<file path="config.mk">
export PLATFORM = sky130hd
export DESIGN_NAME = pgam_div
export DESIGN_NICKNAME = d
export VERILOG_FILES = /design/src/pgam_pkg.sv /design/src/pgam_div.sv
export SDC_FILE = /design/constraint.sdc
export NUM_CORES = 1
export LEC_CHECK = 0
export BUFFER_PORTS_ARGS = -buffer_cell sky130_fd_sc_hd__buf_4
export CORE_UTILIZATION = 47
export CTS_CLUSTER_SIZE = 16
export DETAILED_ROUTE_END_ITERATION = 8
export PLACE_DENSITY = 0.76
export SLEW_MARGIN = 10
export SYNTH_ARGS = -nofsm -noshare
export SYNTH_HDL_FRONTEND = slang
export SYNTH_SLANG_ARGS = --single-unit
</file>
<file path="constraint.sdc">
create_clock -name i_clk -period 1.85 [get_ports i_clk]
set_input_delay 0.0925 -clock i_clk [delete_from_list [all_inputs] [get_ports i_clk]]
set_output_delay 0.0925 -clock i_clk [all_outputs]
set_load 0.05 [all_outputs]
</file>
<file path="src/pgam_pkg.sv">
// shared types and constants of the per-id growth alert monitor
package pgam_pkg;

    // configuration register indexes
    localparam logic [2:0] CFG_OWN_ID           = 3'd0;
    localparam logic [2:0] CFG_PAGE_SIZE_KB     = 3'd1;
    localparam logic [2:0] CFG_COUNT_JUMP_LIMIT = 3'd2;
    localparam logic [2:0] CFG_LARGE_SIZE_MB    = 3'd3;
    localparam logic [2:0] CFG_GROWTH_LIMIT_MB  = 3'd4;
    localparam logic [2:0] CFG_HIGH_FLOOR_MB    = 3'd5;
    localparam logic [2:0] CFG_BASELINE_FACTOR  = 3'd6;
    localparam logic [2:0] CFG_BASELINE_SAMPLES = 3'd7;

    // alert kinds
    localparam logic [1:0] ALERT_COUNT_JUMP = 2'd0;
    localparam logic [1:0] ALERT_NEW_LARGE  = 2'd1;
    localparam logic [1:0] ALERT_GROWTH     = 2'd2;
    localparam logic [1:0] ALERT_HIGH_USAGE = 2'd3;

    // reset values of the configuration registers
    localparam logic [15:0] RST_OWN_ID           = 16'd0;
    localparam logic [10:0] RST_PAGE_SIZE_KB     = 11'd4;
    localparam logic [15:0] RST_COUNT_JUMP_LIMIT = 16'd50;
    localparam logic [15:0] RST_LARGE_SIZE_MB    = 16'd100;
    localparam logic [15:0] RST_GROWTH_LIMIT_MB  = 16'd10;
    localparam logic [15:0] RST_HIGH_FLOOR_MB    = 16'd500;
    localparam logic [3:0]  RST_BASELINE_FACTOR  = 4'd5;
    localparam logic [3:0]  RST_BASELINE_SAMPLES = 4'd10;

    // baseline divider: 36-bit total, one quotient bit per cycle
    localparam int DIV_STEPS = 36;
    localparam int DIV_CW    = 6;

    // result queue
    localparam int Q_DEPTH = 4;
    localparam int Q_AW    = 2;

    typedef enum logic [2:0] {
        S_CLEAR,
        S_IDLE,
        S_SCALE,
        S_DIV,
        S_DECIDE
    } t_state;

    typedef struct packed {
        logic [1:0]  kind;
        logic [15:0] ident;
        logic [31:0] amount;
        logic [31:0] size_mb;
        logic [31:0] baseline_mb;
        logic        last;
    } t_result;

endpackage

</file>
<file path="src/pgam_div.sv">
// iterative restoring divider for the baseline average
module pgam_div (
    input  logic        i_clk,
    input  logic        i_rst_n,
    input  logic        i_start,
    input  logic [35:0] i_dividend,
    input  logic [3:0]  i_divisor,
    output logic        o_done,
    output logic [31:0] o_quotient
);

    logic                      r_busy;
    logic                      r_done;
    logic [pgam_pkg::DIV_CW-1:0] r_cnt;
    logic [3:0]                r_rem;
    logic [35:0]               r_quo;
    logic [3:0]                r_div;

    logic [4:0] trial;
    logic       ge;
    logic [4:0] diff;
    logic [3:0] n_rem;

    assign trial = {r_rem, r_quo[35]};
    assign ge    = (trial >= {1'b0, r_div});
    assign diff  = trial - {1'b0, r_div};
    // remainder stays below the divisor, so four bits hold it
    assign n_rem = ge ? diff[3:0] : trial[3:0];

    always_ff @(posedge i_clk) begin
        if (!i_rst_n) begin
            r_busy <= 1'b0;
            r_done <= 1'b0;
            r_cnt  <= '0;
        end else begin
            r_done <= 1'b0;
            if (i_start) begin
                r_busy <= 1'b1;
                r_cnt  <= pgam_pkg::DIV_CW'(pgam_pkg::DIV_STEPS - 1);
            end else if (r_busy) begin
                if (r_cnt == '0) begin
                    r_busy <= 1'b0;
                    r_done <= 1'b1;
                end else begin
                    r_cnt <= r_cnt - 1'b1;
                end
            end
        end
    end

    always_ff @(posedge i_clk) begin
        if (i_start) begin
            r_quo <= i_dividend;
            r_rem <= '0;
            r_div <= i_divisor;
        end else if (r_busy) begin
            r_quo <= {r_quo[34:0], ge};
            r_rem <= n_rem;
        end
    end

    assign o_done     = r_done;
    assign o_quotient = r_quo[31:0];

    a_start_idle: assert property (@(posedge i_clk) disable iff (!i_rst_n)
        i_start |-> !r_busy)
        else $error("divider started while busy");

    a_start_loads: assert property (@(posedge i_clk) disable iff (!i_rst_n)
        i_start |=> (r_busy && r_cnt == pgam_pkg::DIV_CW'(pgam_pkg::DIV_STEPS - 1)))
        else $error("divider did not load its step count");

    a_done_after_busy: assert property (@(posedge i_clk) disable iff (!i_rst_n)
        o_done |-> (!r_busy && $past(r_busy)))
        else $error("divider done without a finished run");

endmodule
</file>
# Word level (Yosys, flattened, before mapping)
# Cells that the tools add are included.
# W data, S select, Z words.
[word_totals] output_inout_bits=33 in_bits=43 regBits=52 word_cells=30
[classes] order_cmp=1 n_bitwise=3 n_mux=10 n_eq_ne=1 addsub=2 reduce_logical=6
[op_table] op="$mux W36" count=2
[op_table] op="$mux W6" count=3
[op_table] op="$logic_not A6 Y1" count=1
[op_table] op="$sub A6 B1 Y6 const B" count=1
[op_table] op="$ge A5 B4 Y1" count=1
[op_table] op="$mux W1" count=4
[op_table] op="$mux W4" count=1
[op_table] op="$reduce_and A2 Y1" count=2
[op_table] op="$sub A4 B4 Y4" count=1
[op_table] op="$not A1 Y1" count=3
[op_table] op="$reduce_or A3 Y1" count=1
[op_table] op="$ne A2 B2 Y1 const B" count=1
[op_table] op="$reduce_bool A2 Y1" count=1
[op_table] op="$reduce_or A2 Y1" count=1

# Logic depth before layout (Yosys ltp)
[logic_depth] word_depth=4 depth_mapped=6 ltp_nobuf=6

# Least setup slack after synthesis
# No wires, ideal clock.
[synth_timing] kind="reg-to-reg" from="register r_busy" to="register r_quo[0], enable pin" n_path_buf=2 required_ns=1.459 arrival_ns=1.591 setup_time_ns=0.391 synth_period_minus_slack_ns=1.981 path_stages_with_launch=5 path_slack_ns=-0.131 cell_sequence="dfxtp_1 clkbuf_1 clkbuf_1 nor2_1 inv_1"
[synth_between] elab_chain_len=1
[synth_rtl] element="start: declaration" line_no="pgam_div.sv:12" text="logic r_busy;"
[synth_rtl] element="start signal: assignment" line_no="pgam_div.sv:32" text="r_busy <= 1'b0;"
[synth_rtl] element="start signal: assignment" line_no="pgam_div.sv:38" text="r_busy <= 1'b1;"
[synth_rtl] element="start signal: assignment" line_no="pgam_div.sv:42" text="r_busy <= 1'b0;"
[synth_rtl] element="$reduce_bool A2 Y1 (no line)"
[synth_rtl] element="end signal: assignment" line_no="pgam_div.sv:53" text="r_quo <= i_dividend;"
[synth_rtl] element="end signal: assignment" line_no="pgam_div.sv:57" text="r_quo <= {r_quo[34:0], ge};"
[synth_rtl] element="end: declaration" line_no="pgam_div.sv:16" text="logic [35:0] r_quo;"
# Every way passes these cells.
# A chain may end at the register's enable or synchronous reset.

# Final worst setup path
[layout_timing] from="register r_div[1]" to="register r_quo[0] (data pin)"
[layout_between] elab_chain_len=3
[layout_rtl] element="start: declaration" line_no="pgam_div.sv:17" text="logic [3:0] r_div;"
[layout_rtl] element="start signal: assignment" line_no="pgam_div.sv:55" text="r_div <= i_divisor;"
[layout_rtl] element="$ge A5 B4 Y1" line_no="pgam_div.sv:25" text="assign ge = (trial >= {1'b0, r_div});"
[layout_rtl] element="$mux W36" line_no="pgam_div.sv:56" text="end else if (r_busy) begin"
[layout_rtl] element="$mux W36" line_no="pgam_div.sv:52" text="if (i_start) begin"
# Every way passes these cells. The select of a mux whose other input is x is not followed.

==> metrics <==
vias per cell=5.06; power density over cell area=916 nW/um2; MaxCap Viol Count=0; Detail Placement HPWL=3210 um; Hold WC Path Type=input port to flop; share of layout cells above drive strength 1=0.544; Mapped Nets=243; Min Hold Slack=0.0288 ns; Sink Count=52; initial antenna violation count=0; pre-CTS setup slack=-0.00877 ns; CORE AREA=5200 um2; Vias=1,609; Synth Register Bits=52; CP Max Fanout=4; design area=3190 um2; critical path class=flop to flop; Post-CTS Setup Bufs=0; Syn-to-layout area delta=22.6%; CP max-delay cell=edfxtp_1; largest net degree at the start of global routing=28; CP peak stage delay=0.43 ns; CP Capture Type=flop; remaining global-route overflow=0; WL/cell=13.7 um; maximum VDD drop=0.541 mV; H-tree depth=2; Arrival @ worst endpoint=1.88 ns; ys async rst share=0; final worst path period share=0.986; Clock transition at path regs=0.09 ns; Site Rows=26; CP Launch Type=flop; Port Buffer Count=75; crit-path cells=inv_2 > ha_4 > nor2b_4 > o221a_4 > or2_4 > mux2_2; vias in the first global route=1,627; RSZ-0062 raised after global routing=false; register area share after synthesis=0.554; Leak=0.00131 uW; post-route ant nets=0; Yosys cell types=37; Root Buffer Master=clkbuf_8; Nets=297; Cells after Synth=193; area of the die=5830 um2; Most used DFF post-synth=edfxtp_1; result of the run=finished, final reports clean; max_slew headroom=0.765; Cell Area, Placed=3040 um2; Avg Inst Size Synth=13.5 um2; worst slew pin tran=0.350 ns; final setup vio count=0; commonest non-fill, non-tap cell in the layout=buf_4; drt pass-1 iters=4; Post-synth EDFFs=40; CTS max path bufs=2; DRC violations left=0; skew final=0.00779 ns; Initial Utilization=0.500; final hold vios=0; Placer Congestion=0.767; Critical Path RT=1.91 ns; GRT Resource Usage Total=0.158; first-pass GRT wire length=7220 um; drt initial violations=60; Die Height=76.4 um; most frequent cells in the layout=buf_4 (82), edfxtp_1 (40), mux2_2 (37); clk_lat worst skew=0.31 ns; routed wire length=4350 um; PnR worst setup slack=0.0262 ns; Die X-Extent=76.4 um; Num CTS Buffers=5; Pins Over Slew Limit=0; I/O pin total=76; min Tclk post-route=1.82 ns; ant diodes=0; Syn Std Cell Area=2600 um2; YS warnings=0; CTS tree=done; max frequency=0.548 GHz
==> power breakdown <==
group	switching [uW]	internal, uW
clock network	375	265
registers	64.3	1400
logic	480	337
total	918	2000
==> sequential cells by signal, summed over array words and instances, names as in the netlist <==
name,flops
r_busy,1
o_done,1
r_rem,4
r_quo,36
r_div,4
r_cnt,6
==> kinds of logic (layout without fill, tap and decap cells) <==
logic type / after synthesis / after routing / share of synthesized area
buf+inv: 47 / 102 / 0.115
simple gates: 26 / 26 / 0.0578
flops: 52 / 52 / 0.554
xor+xnor: 3 / 3 / 0.0101
fa+ha+maj: 7 / 7 / 0.0366
compound gates: 20 / 20 / 0.0621
mux: 38 / 38 / 0.164
==> cell usage after synthesis, types with 3 or more instances <==
master / count / area share
edfxtp_1: 40 / 0.46
mux2_2: 37 / 0.16
buf_4: 32 / 0.092
dfxtp_1: 12 / 0.092
inv_1: 8 / 0.012
ha_1: 6 / 0.029
clkbuf_1: 5 / 0.0072
nand2_1: 5 / 0.0072
o21a_1: 5 / 0.014
nor2_1: 4 / 0.0058
a311oi_1: 3 / 0.010
nand4_1: 3 / 0.0072
nor3_1: 3 / 0.0058
==> cell type report <==
cell class,instances,area (um2)
clock buffer,5,68.8
clock inverter,3,17.5
fill,441,2020
inverter,8,33.8
multi-input combinational,94,882
sequential,52,1440
tap,70,87.6
timing repair buffer,86,656
==> stage by stage <==
stage | TNS (ns) | std cells | total power (uW) | util
floorplan | 0 | 193 | 2120 | -
global placement | 0 | 306 | 2280 | 0.584
CTS | 0 | 318 | 2950 | 0.612
finish | 0 | 318 | 2920 | 0.612
global route | 0 | 318 | 3060 | 0.612
detailed placement | -0.00877 | 306 | 2290 | 0.584
==> worst paths after layout <==
check / to / slack (ns) / cells after the start / startpoint
max: r_quo[0] / 0.03 / 6 / r_div[1]
min: r_cnt[5] / 0.03 / 2 / i_rst_n
max reg2reg: r_quo[0] / 0.03 / 6 / r_div[1]
min reg2reg: r_rem[3] / 0.46 / 2 / r_rem[3]
==> critical path, delay by kind of cell (launching register included) <==
| family | cells | cell delay (ns) |
|---|---|---|
| and+or+nand+nor | 2 | 0.38 |
| DFF | 1 | 0.43 |
| buffers and inverters | 1 | 0.09 |
| muxes | 1 | 0.26 |
| AOI/OAI and AO/OA | 1 | 0.23 |
| adders and majority gates | 1 | 0.19 |
==> layer usage <==
| layer | global-route usage | up-vias | wire (um) |
|---|---|---|---|
| met3 | 0.0563 | 7 | 389 |
| met1 | 0.186 | 753 | 1830 |
| met4 | 0.0462 | 0 | 51 |
| met2 | 0.269 | 67 | 2070 |
| li1 | - | 782 | - |
| met5 | 0 | - | 0 |
==> repair_timing <==
| action | 4_1_cts | 5_1_grt |
|---|---|---|
| hold endpoints to repair | 4 | 0 |
| endpoints found under the setup margin | 1 | 1 |
| resized for setup | 3 | 2 |
| pin swaps | 0 | 1 |
| hold buffers | 4 | 0 |
Power figures use the tool's default switching activity.
